===== config.mk =====
export PLATFORM = sky130hd
export DESIGN_NAME = tile_map_quad_generator_unit_flat
export DESIGN_NICKNAME = d
export VERILOG_FILES = /design/src/hw/rtl/tmq_pkg.sv /design/src/hw/rtl/tmq_tile_if.sv /design/src/hw/rtl/tmq_vertex_if.sv /design/src/hw/rtl/tmq_div.sv /design/src/hw/rtl/tmq_queue.sv /design/src/hw/rtl/tmq_front.sv /design/src/hw/rtl/tmq_back.sv /design/src/hw/rtl/tile_map_quad_generator_unit.sv /design/src/flat_wrapper.sv
export SDC_FILE = /design/constraint.sdc
export NUM_CORES = 2
export LEC_CHECK = 0
export ABC_AREA = 1
export ABC_CLOCK_PERIOD_IN_PS = 14000
export BUFFER_PORTS_ARGS = -buffer_cell sky130_fd_sc_hd__buf_4
export CORE_ASPECT_RATIO = 1.25
export CORE_UTILIZATION = 55
export CTS_CLUSTER_SIZE = 25
export DETAILED_ROUTE_END_ITERATION = 10
export GPL_TIMING_DRIVEN = 0
export PLACE_DENSITY = 0.8
export SLEW_MARGIN = 20
export SYNTH_ARGS = -nofsm -noshare
export SYNTH_HDL_FRONTEND = slang
export SYNTH_SLANG_ARGS = --single-unit

===== constraint.sdc =====
create_clock -name clk -period 14 [get_ports clk]
set_clock_uncertainty 0.15 [all_clocks]
set_input_delay 1.4 -clock clk [delete_from_list [all_inputs] [get_ports clk]]
set_output_delay 1.4 -clock clk [all_outputs]
set_load 0.02 [all_outputs]

===== src/hw/rtl/tmq_pkg.sv =====
// ---------------------------------------------------------------------------
// tmq_pkg
// shared types, widths and helpers of the tile map quad generator
// ---------------------------------------------------------------------------
`default_nettype none

package tmq_pkg;

  localparam int unsigned MAX_MAP_DIM_DEF = 256;
  localparam int unsigned TILE_DIM_MAX    = 256;

  localparam int unsigned TILE_W     = 16;
  localparam int unsigned DIM_W      = 9;
  localparam int unsigned TEX_W      = 14;
  localparam int unsigned POS_W      = 17;
  localparam int unsigned UV_W       = 25;
  localparam int unsigned CORNER_W   = 2;
  localparam int unsigned CFG_IDX_W  = 3;
  localparam int unsigned CFG_DATA_W = 14;

  localparam logic [DIM_W-1:0] MAP_COLUMNS_RST   = 9'd1;
  localparam logic [DIM_W-1:0] MAP_ROWS_RST      = 9'd1;
  localparam logic [DIM_W-1:0] TILE_WIDTH_RST    = 9'd16;
  localparam logic [DIM_W-1:0] TILE_HEIGHT_RST   = 9'd16;
  localparam logic [TEX_W-1:0] TEXTURE_WIDTH_RST = 14'd256;

  // divider: dividend bits consumed DIV_STEPS per cycle
  localparam int unsigned DIV_DVD_W  = TILE_W;
  localparam int unsigned DIV_DVS_W  = TEX_W;
  localparam int unsigned DIV_STEPS  = 4;
  localparam int unsigned DIV_CYCLES = DIV_DVD_W / DIV_STEPS;
  localparam int unsigned DIV_CNT_W  = $clog2(DIV_CYCLES);

  localparam int unsigned QUEUE_DEPTH = 2;

  typedef enum logic [CFG_IDX_W-1:0] {
    REG_MAP_COLUMNS,
    REG_MAP_ROWS,
    REG_TILE_WIDTH,
    REG_TILE_HEIGHT,
    REG_TEXTURE_WIDTH
  } cfg_reg_t;

  typedef enum logic [CORNER_W-1:0] {
    CORNER_TL,
    CORNER_TR,
    CORNER_BR,
    CORNER_BL
  } corner_t;

  typedef enum logic [1:0] {
    FR_RATE,
    FR_RATE_WAIT,
    FR_IDLE,
    FR_TILE
  } front_state_t;

  typedef struct packed {
    logic [DIM_W-1:0] cols;
    logic [DIM_W-1:0] rows;
    logic [DIM_W-1:0] tw;
    logic [DIM_W-1:0] th;
    logic [TEX_W-1:0] tex_w;
    logic             rate_dirty;
  } tmq_cfg_t;

  typedef struct packed {
    logic                 start;
    logic [DIV_DVD_W-1:0] dividend;
    logic [DIV_DVS_W-1:0] divisor;
  } div_req_t;

  typedef struct packed {
    logic                 valid;
    logic [DIV_DVD_W-1:0] quotient;
    logic [DIV_DVS_W-1:0] remainder;
  } div_rsp_t;

  function automatic int unsigned cnt_width(input int unsigned dim);
    return (dim > 2) ? $clog2(dim) : 1;
  endfunction

  // zero reads as one, anything above the limit saturates
  function automatic logic [DIM_W-1:0] clamp_dim(input logic [DIM_W-1:0] v,
                                                 input int unsigned hi);
    if (v == '0) return DIM_W'(1);
    if (32'(v) > hi) return DIM_W'(hi);
    return v;
  endfunction

endpackage

`default_nettype wire


===== src/hw/rtl/tmq_tile_if.sv =====
// ---------------------------------------------------------------------------
// tmq_tile_if
// valid/ready channel carrying one tile number per transfer
// ---------------------------------------------------------------------------
`default_nettype none

interface tmq_tile_if import tmq_pkg::*; ();
  logic              valid;
  logic              ready;
  logic [TILE_W-1:0] tile_number;

  modport source(output valid, output tile_number, input ready);
  modport sink(input valid, input tile_number, output ready);
endinterface

`default_nettype wire


===== src/hw/rtl/tmq_vertex_if.sv =====
// ---------------------------------------------------------------------------
// tmq_vertex_if
// valid/ready channel carrying one quad corner vertex per transfer
// ---------------------------------------------------------------------------
`default_nettype none

interface tmq_vertex_if import tmq_pkg::*; ();
  logic                valid;
  logic                ready;
  logic [CORNER_W-1:0] corner;
  logic [POS_W-1:0]    pos_x;
  logic [POS_W-1:0]    pos_y;
  logic [UV_W-1:0]     tex_u;
  logic [UV_W-1:0]     tex_v;
  logic                last_corner;
  logic                map_done;

  modport source(output valid, output corner, output pos_x, output pos_y, output tex_u,
                 output tex_v, output last_corner, output map_done, input ready);
  modport sink(input valid, input corner, input pos_x, input pos_y, input tex_u,
               input tex_v, input last_corner, input map_done, output ready);
endinterface

`default_nettype wire


===== src/hw/rtl/tmq_div.sv =====
// ---------------------------------------------------------------------------
// tmq_div
// iterative restoring divider, four quotient bits per cycle
// ---------------------------------------------------------------------------
`default_nettype none

module tmq_div import tmq_pkg::*; (
  input  logic     clk,
  input  logic     rst,
  input  div_req_t req,
  output div_rsp_t rsp
);

  logic [DIV_DVS_W-1:0] rem;
  logic [DIV_DVS_W-1:0] rem_next;
  logic [DIV_DVS_W-1:0] dvs;
  logic [DIV_DVD_W-1:0] quo;
  logic [DIV_DVD_W-1:0] quo_next;
  logic [DIV_CNT_W-1:0] cnt;
  logic                 running;
  logic                 done;

  always_comb begin : iterate
    logic [DIV_DVS_W:0]   trial;
    logic [DIV_DVS_W-1:0] r;
    logic [DIV_DVD_W-1:0] q;
    logic [DIV_DVS_W-1:0] d;
    // a start runs the first block of steps on the fresh operands
    if (req.start) begin
      r = '0;
      q = req.dividend;
      d = req.divisor;
    end else begin
      r = rem;
      q = quo;
      d = dvs;
    end
    for (int i = 0; i < DIV_STEPS; i++) begin
      trial = {r, q[DIV_DVD_W-1]};
      q     = {q[DIV_DVD_W-2:0], 1'b0};
      if (trial >= {1'b0, d}) begin
        trial = trial - {1'b0, d};
        q[0]  = 1'b1;
      end
      r = trial[DIV_DVS_W-1:0];
    end
    rem_next = r;
    quo_next = q;
  end

  always_ff @(posedge clk) begin
    if (rst) begin
      running <= 1'b0;
      done    <= 1'b0;
      cnt     <= '0;
    end else if (req.start) begin
      running <= 1'b1;
      done    <= 1'b0;
      cnt     <= DIV_CNT_W'(1);
    end else if (running) begin
      cnt <= cnt + DIV_CNT_W'(1);
      if (cnt == DIV_CNT_W'(DIV_CYCLES - 1)) begin
        running <= 1'b0;
        done    <= 1'b1;
      end
    end
  end

  always_ff @(posedge clk) begin
    if (req.start || running) begin
      rem <= rem_next;
      quo <= quo_next;
    end
    if (req.start) begin
      dvs <= req.divisor;
    end
  end

  assign rsp.valid     = done;
  assign rsp.quotient  = quo;
  assign rsp.remainder = rem;

endmodule

`default_nettype wire


===== src/hw/rtl/tmq_queue.sv =====
// ---------------------------------------------------------------------------
// tmq_queue
// short register queue between the tile front end and the vertex back end
// ---------------------------------------------------------------------------
`default_nettype none

module tmq_queue import tmq_pkg::*; #(
  parameter int unsigned W = 8
) (
  input  logic         clk,
  input  logic         rst,
  input  logic         push,
  input  logic [W-1:0] push_data,
  output logic         full,
  input  logic         pop,
  output logic         head_valid,
  output logic [W-1:0] head
);

  localparam int unsigned PTR_W = (QUEUE_DEPTH > 1) ? $clog2(QUEUE_DEPTH) : 1;
  localparam int unsigned CNT_W = $clog2(QUEUE_DEPTH + 1);

  logic [W-1:0]     entries [QUEUE_DEPTH];
  logic [PTR_W-1:0] wr_ptr;
  logic [PTR_W-1:0] rd_ptr;
  logic [CNT_W-1:0] count;
  logic             do_push;
  logic             do_pop;

  assign full       = (count == CNT_W'(QUEUE_DEPTH));
  assign head_valid = (count != '0);
  assign head       = entries[rd_ptr];
  assign do_push    = push && !full;
  assign do_pop     = pop && head_valid;

  always_ff @(posedge clk) begin
    if (rst) begin
      wr_ptr <= '0;
      rd_ptr <= '0;
      count  <= '0;
    end else begin
      if (do_push) begin
        wr_ptr <= (wr_ptr == PTR_W'(QUEUE_DEPTH - 1)) ? '0 : wr_ptr + PTR_W'(1);
      end
      if (do_pop) begin
        rd_ptr <= (rd_ptr == PTR_W'(QUEUE_DEPTH - 1)) ? '0 : rd_ptr + PTR_W'(1);
      end
      if (do_push && !do_pop) begin
        count <= count + CNT_W'(1);
      end else if (do_pop && !do_push) begin
        count <= count - CNT_W'(1);
      end
    end
  end

  always_ff @(posedge clk) begin
    if (do_push) begin
      entries[wr_ptr] <= push_data;
    end
  end

endmodule

`default_nettype wire


===== src/hw/rtl/tmq_front.sv =====
// ---------------------------------------------------------------------------
// tmq_front
// takes tiles, tracks map position and splits tile numbers into texture cells
// ---------------------------------------------------------------------------
`default_nettype none

module tmq_front import tmq_pkg::*; #(
  parameter int unsigned MAX_MAP_DIM = MAX_MAP_DIM_DEF
) (
  input  logic                clk,
  input  logic                rst,
  input  tmq_cfg_t            cfg,
  tmq_tile_if.sink            tile_in,
  output div_req_t            div_req,
  input  div_rsp_t            div_rsp,
  output logic                push,
  output logic [2*cnt_width(MAX_MAP_DIM)+TEX_W+TILE_W:0] push_data,
  input  logic                q_full
);

  localparam int unsigned CNT_W = cnt_width(MAX_MAP_DIM);
  localparam int unsigned CMP_W = ((CNT_W > DIM_W) ? CNT_W : DIM_W) + 1;

  front_state_t     state;
  front_state_t     state_next;
  logic             rate_stale;
  logic [TEX_W-1:0] per_row;
  logic [CNT_W-1:0] col;
  logic [CNT_W-1:0] row;
  logic [CNT_W-1:0] pend_col;
  logic [CNT_W-1:0] pend_row;
  logic             pend_done;
  logic             accept;
  logic             last_row;
  logic             last_col;

  assign accept = tile_in.valid && tile_in.ready;

  // a counter at or past its last index counts as on the last index
  assign last_row = (CMP_W'(row) + CMP_W'(1)) >= CMP_W'(cfg.rows);
  assign last_col = (CMP_W'(col) + CMP_W'(1)) >= CMP_W'(cfg.cols);

  always_comb begin
    state_next = state;
    case (state)
      FR_RATE: begin
        state_next = FR_RATE_WAIT;
      end
      FR_RATE_WAIT: begin
        if (div_rsp.valid) begin
          state_next = rate_stale ? FR_RATE : FR_IDLE;
        end
      end
      FR_IDLE: begin
        if (rate_stale) begin
          state_next = FR_RATE;
        end else if (accept) begin
          state_next = FR_TILE;
        end
      end
      FR_TILE: begin
        if (push) begin
          state_next = accept ? FR_TILE : FR_IDLE;
        end
      end
      default: begin
        state_next = FR_RATE;
      end
    endcase
  end

  always_comb begin
    tile_in.ready = 1'b0;
    push          = 1'b0;
    case (state)
      FR_IDLE: begin
        tile_in.ready = !rate_stale;
      end
      FR_TILE: begin
        push          = div_rsp.valid && !q_full;
        tile_in.ready = !rate_stale && div_rsp.valid && !q_full;
      end
      default: begin
        tile_in.ready = 1'b0;
        push          = 1'b0;
      end
    endcase
    // shared divider: tiles per texture row, or tile number by tiles per row
    div_req.start    = (state == FR_RATE) || accept;
    div_req.dividend = (state == FR_RATE) ? DIV_DVD_W'(cfg.tex_w) : tile_in.tile_number;
    div_req.divisor  = (state == FR_RATE) ? DIV_DVS_W'(cfg.tw) : per_row;
  end

  assign push_data = {pend_col, pend_row, div_rsp.remainder, div_rsp.quotient, pend_done};

  always_ff @(posedge clk) begin
    if (rst) begin
      state      <= FR_RATE;
      rate_stale <= 1'b0;
      col        <= '0;
      row        <= '0;
    end else begin
      state <= state_next;
      if (cfg.rate_dirty) begin
        rate_stale <= 1'b1;
      end else if (state == FR_RATE) begin
        rate_stale <= 1'b0;
      end
      if (accept) begin
        if (last_row) begin
          row <= '0;
          col <= last_col ? '0 : col + CNT_W'(1);
        end else begin
          row <= row + CNT_W'(1);
        end
      end
    end
  end

  always_ff @(posedge clk) begin
    if (state == FR_RATE_WAIT && div_rsp.valid) begin
      per_row <= (div_rsp.quotient == '0) ? TEX_W'(1) : div_rsp.quotient[TEX_W-1:0];
    end
    if (accept) begin
      pend_col  <= col;
      pend_row  <= row;
      pend_done <= last_row && last_col;
    end
  end

endmodule

`default_nettype wire


===== src/hw/rtl/tmq_back.sv =====
// ---------------------------------------------------------------------------
// tmq_back
// scales a queued tile to pixels and sends its four corner vertices
// ---------------------------------------------------------------------------
`default_nettype none

module tmq_back import tmq_pkg::*; #(
  parameter int unsigned MAX_MAP_DIM = MAX_MAP_DIM_DEF
) (
  input  logic         clk,
  input  logic         rst,
  input  tmq_cfg_t     cfg,
  input  logic         q_valid,
  input  logic [2*cnt_width(MAX_MAP_DIM)+TEX_W+TILE_W:0] q_head,
  output logic         pop,
  tmq_vertex_if.source vertex_out
);

  localparam int unsigned CNT_W = cnt_width(MAX_MAP_DIM);

  logic [CNT_W-1:0]       e_col;
  logic [CNT_W-1:0]       e_row;
  logic [TEX_W-1:0]       e_tu;
  logic [TILE_W-1:0]      e_tv;
  logic                   e_done;
  logic [CNT_W+DIM_W-1:0] px;
  logic [CNT_W+DIM_W-1:0] py;
  logic [TEX_W+DIM_W-1:0] pu;
  logic [TILE_W+DIM_W-1:0] pv;

  logic                have;
  corner_t             corner;
  logic [CORNER_W-1:0] corner_inc;
  logic [POS_W-1:0]    bx;
  logic [POS_W-1:0]    by;
  logic [UV_W-1:0]     bu;
  logic [UV_W-1:0]     bv;
  logic                bdone;
  logic                dx;
  logic                dy;
  logic                out_load;

  logic                ov;
  logic [CORNER_W-1:0] o_corner;
  logic [POS_W-1:0]    o_x;
  logic [POS_W-1:0]    o_y;
  logic [UV_W-1:0]     o_u;
  logic [UV_W-1:0]     o_v;
  logic                o_last;
  logic                o_done;

  assign {e_col, e_row, e_tu, e_tv, e_done} = q_head;

  assign px = (CNT_W+DIM_W)'(e_col) * (CNT_W+DIM_W)'(cfg.tw);
  assign py = (CNT_W+DIM_W)'(e_row) * (CNT_W+DIM_W)'(cfg.th);
  assign pu = (TEX_W+DIM_W)'(e_tu) * (TEX_W+DIM_W)'(cfg.tw);
  assign pv = (TILE_W+DIM_W)'(e_tv) * (TILE_W+DIM_W)'(cfg.th);

  assign dx         = (corner == CORNER_TR) || (corner == CORNER_BR);
  assign dy         = (corner == CORNER_BR) || (corner == CORNER_BL);
  assign corner_inc = corner + CORNER_W'(1);

  // output register takes a corner whenever it is empty or being drained
  assign out_load = have && (!ov || vertex_out.ready);
  assign pop      = q_valid && (!have || (out_load && corner == CORNER_BL));

  always_ff @(posedge clk) begin
    if (rst) begin
      have   <= 1'b0;
      corner <= CORNER_TL;
      ov     <= 1'b0;
    end else begin
      if (out_load) begin
        ov <= 1'b1;
      end else if (vertex_out.ready) begin
        ov <= 1'b0;
      end
      if (pop) begin
        have   <= 1'b1;
        corner <= CORNER_TL;
      end else if (out_load) begin
        corner <= corner_t'(corner_inc);
        if (corner == CORNER_BL) begin
          have <= 1'b0;
        end
      end
    end
  end

  always_ff @(posedge clk) begin
    if (pop) begin
      bx    <= POS_W'(px);
      by    <= POS_W'(py);
      bu    <= UV_W'(pu);
      bv    <= UV_W'(pv);
      bdone <= e_done;
    end
    if (out_load) begin
      o_corner <= corner;
      o_x      <= bx + (dx ? POS_W'(cfg.tw) : '0);
      o_y      <= by + (dy ? POS_W'(cfg.th) : '0);
      o_u      <= bu + (dx ? UV_W'(cfg.tw) : '0);
      o_v      <= bv + (dy ? UV_W'(cfg.th) : '0);
      o_last   <= (corner == CORNER_BL);
      o_done   <= bdone && (corner == CORNER_BL);
    end
  end

  assign vertex_out.valid       = ov;
  assign vertex_out.corner      = o_corner;
  assign vertex_out.pos_x       = o_x;
  assign vertex_out.pos_y       = o_y;
  assign vertex_out.tex_u       = o_u;
  assign vertex_out.tex_v       = o_v;
  assign vertex_out.last_corner = o_last;
  assign vertex_out.map_done    = o_done;

endmodule

`default_nettype wire


===== src/hw/rtl/tile_map_quad_generator_unit.sv =====
// ---------------------------------------------------------------------------
// tile_map_quad_generator_unit
// turns a column-major stream of tile numbers into textured quad vertices
// ---------------------------------------------------------------------------
// The front divides one tile at a time: the shared divider splits each tile number
// into texture column and row at 4 quotient bits per cycle, and the next tile
// can be taken in the cycle its predecessor's result enters the queue. Each tile
// leaves as 4 vertices, one per cycle while the receiver is ready, from a
// registered output that keeps running while the front divides the next tile.
// After reset the front works out the tiles per texture row before it takes a
// tile; after a write to the tile width or texture width register it works it
// out again, first registering that the write happened.
`default_nettype none

module tile_map_quad_generator_unit import tmq_pkg::*; #(
  parameter int unsigned MAX_MAP_DIM = MAX_MAP_DIM_DEF
) (
  input  logic                  clk,
  input  logic                  rst,
  input  logic                  cfg_we,
  input  logic [CFG_IDX_W-1:0]  cfg_index,
  input  logic [CFG_DATA_W-1:0] cfg_data,
  tmq_tile_if.sink              tile_in,
  tmq_vertex_if.source          vertex_out
);

  localparam int unsigned CNT_W   = cnt_width(MAX_MAP_DIM);
  localparam int unsigned ENTRY_W = 2 * CNT_W + TEX_W + TILE_W + 1;

  logic [DIM_W-1:0]   map_columns;
  logic [DIM_W-1:0]   map_rows;
  logic [DIM_W-1:0]   tile_px_w;
  logic [DIM_W-1:0]   tile_px_h;
  logic [TEX_W-1:0]   texture_width;
  tmq_cfg_t           cfg;
  div_req_t           div_req;
  div_rsp_t           div_rsp;
  logic               push;
  logic [ENTRY_W-1:0] push_data;
  logic               q_full;
  logic               pop;
  logic               q_valid;
  logic [ENTRY_W-1:0] q_head;

  always_ff @(posedge clk) begin
    if (rst) begin
      map_columns   <= MAP_COLUMNS_RST;
      map_rows      <= MAP_ROWS_RST;
      tile_px_w     <= TILE_WIDTH_RST;
      tile_px_h     <= TILE_HEIGHT_RST;
      texture_width <= TEXTURE_WIDTH_RST;
    end else if (cfg_we) begin
      case (cfg_index)
        REG_MAP_COLUMNS:   map_columns   <= cfg_data[DIM_W-1:0];
        REG_MAP_ROWS:      map_rows      <= cfg_data[DIM_W-1:0];
        REG_TILE_WIDTH:    tile_px_w     <= cfg_data[DIM_W-1:0];
        REG_TILE_HEIGHT:   tile_px_h     <= cfg_data[DIM_W-1:0];
        REG_TEXTURE_WIDTH: texture_width <= cfg_data[TEX_W-1:0];
        default: begin
        end
      endcase
    end
  end

  always_comb begin
    cfg.cols       = clamp_dim(map_columns, MAX_MAP_DIM);
    cfg.rows       = clamp_dim(map_rows, MAX_MAP_DIM);
    cfg.tw         = clamp_dim(tile_px_w, TILE_DIM_MAX);
    cfg.th         = clamp_dim(tile_px_h, TILE_DIM_MAX);
    cfg.tex_w      = texture_width;
    // tiles per texture row must be worked out again
    cfg.rate_dirty = cfg_we && ((cfg_index == REG_TILE_WIDTH) ||
                                (cfg_index == REG_TEXTURE_WIDTH));
  end

  tmq_div u_div (
    .clk (clk),
    .rst (rst),
    .req (div_req),
    .rsp (div_rsp)
  );

  tmq_front #(
    .MAX_MAP_DIM (MAX_MAP_DIM)
  ) u_front (
    .clk       (clk),
    .rst       (rst),
    .cfg       (cfg),
    .tile_in   (tile_in),
    .div_req   (div_req),
    .div_rsp   (div_rsp),
    .push      (push),
    .push_data (push_data),
    .q_full    (q_full)
  );

  tmq_queue #(
    .W (ENTRY_W)
  ) u_queue (
    .clk        (clk),
    .rst        (rst),
    .push       (push),
    .push_data  (push_data),
    .full       (q_full),
    .pop        (pop),
    .head_valid (q_valid),
    .head       (q_head)
  );

  tmq_back #(
    .MAX_MAP_DIM (MAX_MAP_DIM)
  ) u_back (
    .clk        (clk),
    .rst        (rst),
    .cfg        (cfg),
    .q_valid    (q_valid),
    .q_head     (q_head),
    .pop        (pop),
    .vertex_out (vertex_out)
  );

endmodule

`default_nettype wire


===== src/flat_wrapper.sv =====
// flat-port wrapper written by rule: the top's interface ports become plain ports
module tile_map_quad_generator_unit_flat import tmq_pkg::*;
#(
  parameter int unsigned MAX_MAP_DIM = MAX_MAP_DIM_DEF
)
  (clk, rst, cfg_we, cfg_index, cfg_data, tile_in_valid, tile_in_tile_number, tile_in_ready, vertex_out_valid, vertex_out_corner, vertex_out_pos_x, vertex_out_pos_y, vertex_out_tex_u, vertex_out_tex_v, vertex_out_last_corner, vertex_out_map_done, vertex_out_ready);
  tmq_tile_if tile_in_i ();
  tmq_vertex_if vertex_out_i ();
  input  logic clk;
  input  logic rst;
  input  logic cfg_we;
  input  logic [CFG_IDX_W-1:0] cfg_index;
  input  logic [CFG_DATA_W-1:0] cfg_data;
  input wire logic [$bits(tile_in_i.valid)-1:0] tile_in_valid;
  input wire logic [$bits(tile_in_i.tile_number)-1:0] tile_in_tile_number;
  output wire logic [$bits(tile_in_i.ready)-1:0] tile_in_ready;
  output wire logic [$bits(vertex_out_i.valid)-1:0] vertex_out_valid;
  output wire logic [$bits(vertex_out_i.corner)-1:0] vertex_out_corner;
  output wire logic [$bits(vertex_out_i.pos_x)-1:0] vertex_out_pos_x;
  output wire logic [$bits(vertex_out_i.pos_y)-1:0] vertex_out_pos_y;
  output wire logic [$bits(vertex_out_i.tex_u)-1:0] vertex_out_tex_u;
  output wire logic [$bits(vertex_out_i.tex_v)-1:0] vertex_out_tex_v;
  output wire logic [$bits(vertex_out_i.last_corner)-1:0] vertex_out_last_corner;
  output wire logic [$bits(vertex_out_i.map_done)-1:0] vertex_out_map_done;
  input wire logic [$bits(vertex_out_i.ready)-1:0] vertex_out_ready;
  assign tile_in_i.valid = tile_in_valid;
  assign tile_in_i.tile_number = tile_in_tile_number;
  assign tile_in_ready = tile_in_i.ready;
  assign vertex_out_valid = vertex_out_i.valid;
  assign vertex_out_corner = vertex_out_i.corner;
  assign vertex_out_pos_x = vertex_out_i.pos_x;
  assign vertex_out_pos_y = vertex_out_i.pos_y;
  assign vertex_out_tex_u = vertex_out_i.tex_u;
  assign vertex_out_tex_v = vertex_out_i.tex_v;
  assign vertex_out_last_corner = vertex_out_i.last_corner;
  assign vertex_out_map_done = vertex_out_i.map_done;
  assign vertex_out_i.ready = vertex_out_ready;
  tile_map_quad_generator_unit #(.MAX_MAP_DIM(MAX_MAP_DIM)) u_core (.clk(clk), .rst(rst), .cfg_we(cfg_we), .cfg_index(cfg_index), .cfg_data(cfg_data), .tile_in(tile_in_i), .vertex_out(vertex_out_i));
endmodule

==> summary.md <==
| Metric | Value |
|---|---|
| Flop2flop setup slack | 1.19 ns |
| Die height | 274 µm |
| Synth Area in Simple Gates | 0.143 |
| Latest clock arrival within the worst-skew pair | 0.62 ns |
| Post-synthesis mux area share | 0.000346 |
| TritonCTS clock tree | built |
| Adder-cell area share of the yosys netlist | 0.276 |
| HP Class | flip-flop to flip-flop |
| Share of cells above drive strength 1 | 0.0683 |
| CTS Hold Bufs | 0 |
| Post-synth top flop | edfxtp_1 |
| Fill cell count | 4,712 |
| Post-synth EDFFs | 325 |
| Final setup viols | 0 |
| Failing checks | DRC |
| # rows | 99 |
| Area of the multi-input gates | 0.0181 mm² |
| First-pass GRT wire length | 124 mm |
| Global route overflow | 0 |
| Synth Area in Compound Gates | 0.0842 |
| Worst setup SP type | input port |
| Async SR Flop Fraction | 0 |
| Synth area leader | edfxtp_1 |
| Largest net degree at the start of global routing | 60 |
| Die width | 220 µm |
| Worst Tran Pin Value | 1.15 ns |
| Seq/Total Area, Yosys | 0.359 |
| Pre-Repair DR Iteration Count | 10 |
| Initial core utilization | 0.557 |
| R2R depth | 64 |
| Hold Path Origin | u_core.u_front.pend_col[1] |
| CP required | 14.19 ns |
| DIE AREA | 0.0602 mm² |
| Max Clk Rate | 77.2 MHz |
| Synth cell types | 56 |
| CP peak stage delay | 1.12 ns |
| # DRC | 18 |
| CTS resizes | 0 |
| Routability Congestion | 0.950 |
| Max Slew Vio Count | 0 |
| Worst Hold Depth | 0 |
| Placed inst area | 0.0347 mm² |
| Synthesis-to-finish area growth | 11.0% |
| RR Endpoint | u_core.u_div.rem[11] |
| Detailed-route via count | 24,700 |
| N_diodes | 0 |
| Post-Syn Instances | 3,524 |
| H-tree depth | 2 |
| WL final | 77.2 mm |
| Final Hold Vio Count | 0 |
| Crit. End Element | flip-flop |
| Post-route ant nets | 0 |
| Xor/xnor share of the synthesized area | 0.0511 |
| CTS root buf | clkbuf_16 |
| IO Port Bufs | 126 |
| Post-Syn Area | 0.0326 mm² |
| Core outline area | 0.0585 mm² |
| Post-DP HPWL | 60.7 mm |
| Vias in the first global route | 24,800 |
| DR vias/cell | 5.49 |
| Design area | 0.0361 mm² |
| Setup TNS | 0 ns |
| Setup repair bufs after CTS | 0 |
| Minimum clock period | 12.95 ns |
| Hold endpoint | u_core.u_queue.entries[0][40] |
| Maximum clock path buffer count | 3 |
| Register area | 0.0117 mm² |
| CTS Buf Count | 42 |
| Initial antenna violation count | 0 |
| Tcrit/Tclk final | 0.925 |
| Top-Level Pins | 128 |
| Top cell type's share of synthesized area | 0.300 |
| GRT Total Usage | 0.263 |
| CP max-delay cell | a221oi_1 |
| Max_cap viols | 0 |
| Crit path DAT | 13.13 ns |
| Worst-path fanout max | 26 |
| Main combinational cell family by area after synthesis | adder cells |
| DR WL/cell | 17.2 µm |
| Clock sinks | 421 |
| Number of synthesized register bits | 421 |
| Status | finished, violations left |
| RSZ-0062 raised after global routing | no |
| Rel. slew slack | 0.236 |
| Synth top area cells | edfxtp_1 (30%), fa_1 (17%), ha_1 (11%), inv_1 (7.3%), nand2_1 (6.3%) |
| Clock slew at reported path FFs | 0.07 ns |
| CP Class | input port to flip-flop |
| YS warnings | 0 |
| DR iter-0 viols | 1,830 |
| Reg2reg start | u_core.tile_px_w[8] |
| Post-synth net total | 4,115 |
| Syn Area/Cell | 9.24 µm² |
| Layout Nets | 4,292 |
| Most used cell, CP | nand2_1 |
==> critical path: cells and delay by family <==
kind	cells	cell delay [ns]
adder cells (fa/ha/maj)	4	1.49
AO/OA/AOI/OAI	19	4.76
AND/OR/NAND/NOR	27	2.85
buffers and inverters	13	2.57
==> registers in the layout (all words and copies together) (netlist names), 16 cells and up, named ones only <==
| register | cells |
|---|---|
| u_core.u_back.by | 17 |
| u_core.u_back.bx | 17 |
| u_core.u_div.quo | 16 |
| u_core.u_back.vertex_out.tex_u | 24 |
| u_core.u_back.bv | 25 |
| u_core.u_back.vertex_out.tex_v | 25 |
| u_core.u_back.vertex_out.pos_y | 17 |
| u_core.u_back.vertex_out.pos_x | 17 |
| u_core.u_queue.entries | 94 |
| u_core.u_back.bu | 23 |
==> cell families after synthesis <==
| kind of cell | after synthesis |
|---|---|
| AOI/OAI and AO/OA | 493 |
| xor gates and xnor gates | 190 |
| adders and majority gates | 553 |
| buffers and inverters | 733 |
| DFF | 421 |
| muxes | 1 |
| other | 1 |
| and+or+nand+nor | 1132 |
==> final cells by class <==
type,instances,share of cell area
Inverter,648,0.0676
Sequential cell,421,0.323
Buffer,85,0.0101
Multi-Input combinational cell,2370,0.501
Timing Repair Buffer,133,0.0311
Tap cell,757,0.0262
Clock buffer,60,0.0328
Clock inverter,18,0.00779
==> layer usage <==
| metal | share of wire | global-route usage | vias up | wire length, µm |
|---|---|---|---|---|
| met3 | 0.069 | 0.0413 | 250 | 5300 |
| met5 | 0 | 0 | - | 0 |
| li1 | - | - | 11700 | - |
| met1 | 0.38 | 0.307 | 11800 | 29100 |
| met4 | 0.052 | 0.131 | 0 | 4000 |
| met2 | 0.50 | 0.467 | 926 | 38800 |
==> synth_stat cells, types with 22 or more instances <==
master / n
nor2_1: 408
fa_1: 276
dfxtp_1: 96
xor2_1: 128
a21oi_1: 208
o21ai_0: 163
nand3_1: 87
nand4_1: 22
inv_1: 634
xnor2_1: 62
clkbuf_1: 71
ha_1: 277
nand2_1: 548
edfxtp_1: 325
==> worst max-delay path by stage <==
stage / start / cells after the start / slack (ns) / to
6_report: tile_in_valid / 63 / 1.05 / u_core.u_div.rem[11]
5_1_grt: tile_in_valid / 66 / 0.13 / u_core.u_div.rem[11]
4_1_cts: tile_in_valid / 63 / 1.29 / u_core.u_div.rem[4]
3_5_place_dp: tile_in_valid / 67 / 0.68 / u_core.u_div.rem[11]
3_3_place_gp: tile_in_valid / 65 / 0.30 / u_core.u_div.rem[11]
2_1_floorplan: tile_in_valid / 66 / 3.20 / u_core.u_div.rem[11]
==> layout by cell type, fill, tap and decap left out, types with 42 or more instances in the layout <==
cell type | netlist | final
ha_1 | 277 | 277
buf_4 | 3 | 129
fa_1 | 276 | 276
xnor2_1 | 62 | 62
inv_1 | 634 | 633
clkbuf_1 | 71 | 80
xor2_1 | 128 | 128
nand3_1 | 87 | 87
nor2_1 | 408 | 405
o21ai_0 | 163 | 163
a21oi_1 | 208 | 207
clkbuf_16 | 0 | 42
edfxtp_1 | 325 | 325
nand2_1 | 548 | 547
dfxtp_1 | 96 | 96
==> per-stage QoR <==
step | instances | hold slack (ns) | utilization | worst slack (ns)
2_1_floorplan | 3524 | 0.258 | - | 3.20
3_3_place_gp | 4407 | 0.275 | 0.589 | 0.298
3_5_place_dp | 4414 | 0.283 | 0.593 | 0.680
4_1_cts | 4492 | 0.242 | 0.618 | 1.29
5_1_grt | 4492 | 0.272 | 0.618 | 0.129
6_report | 4492 | 0.252 | 0.618 | 1.05
Power is left out: the tool's default activity adds up to more than one toggle a clock period on the data nets, which glitch-free logic cannot reach.
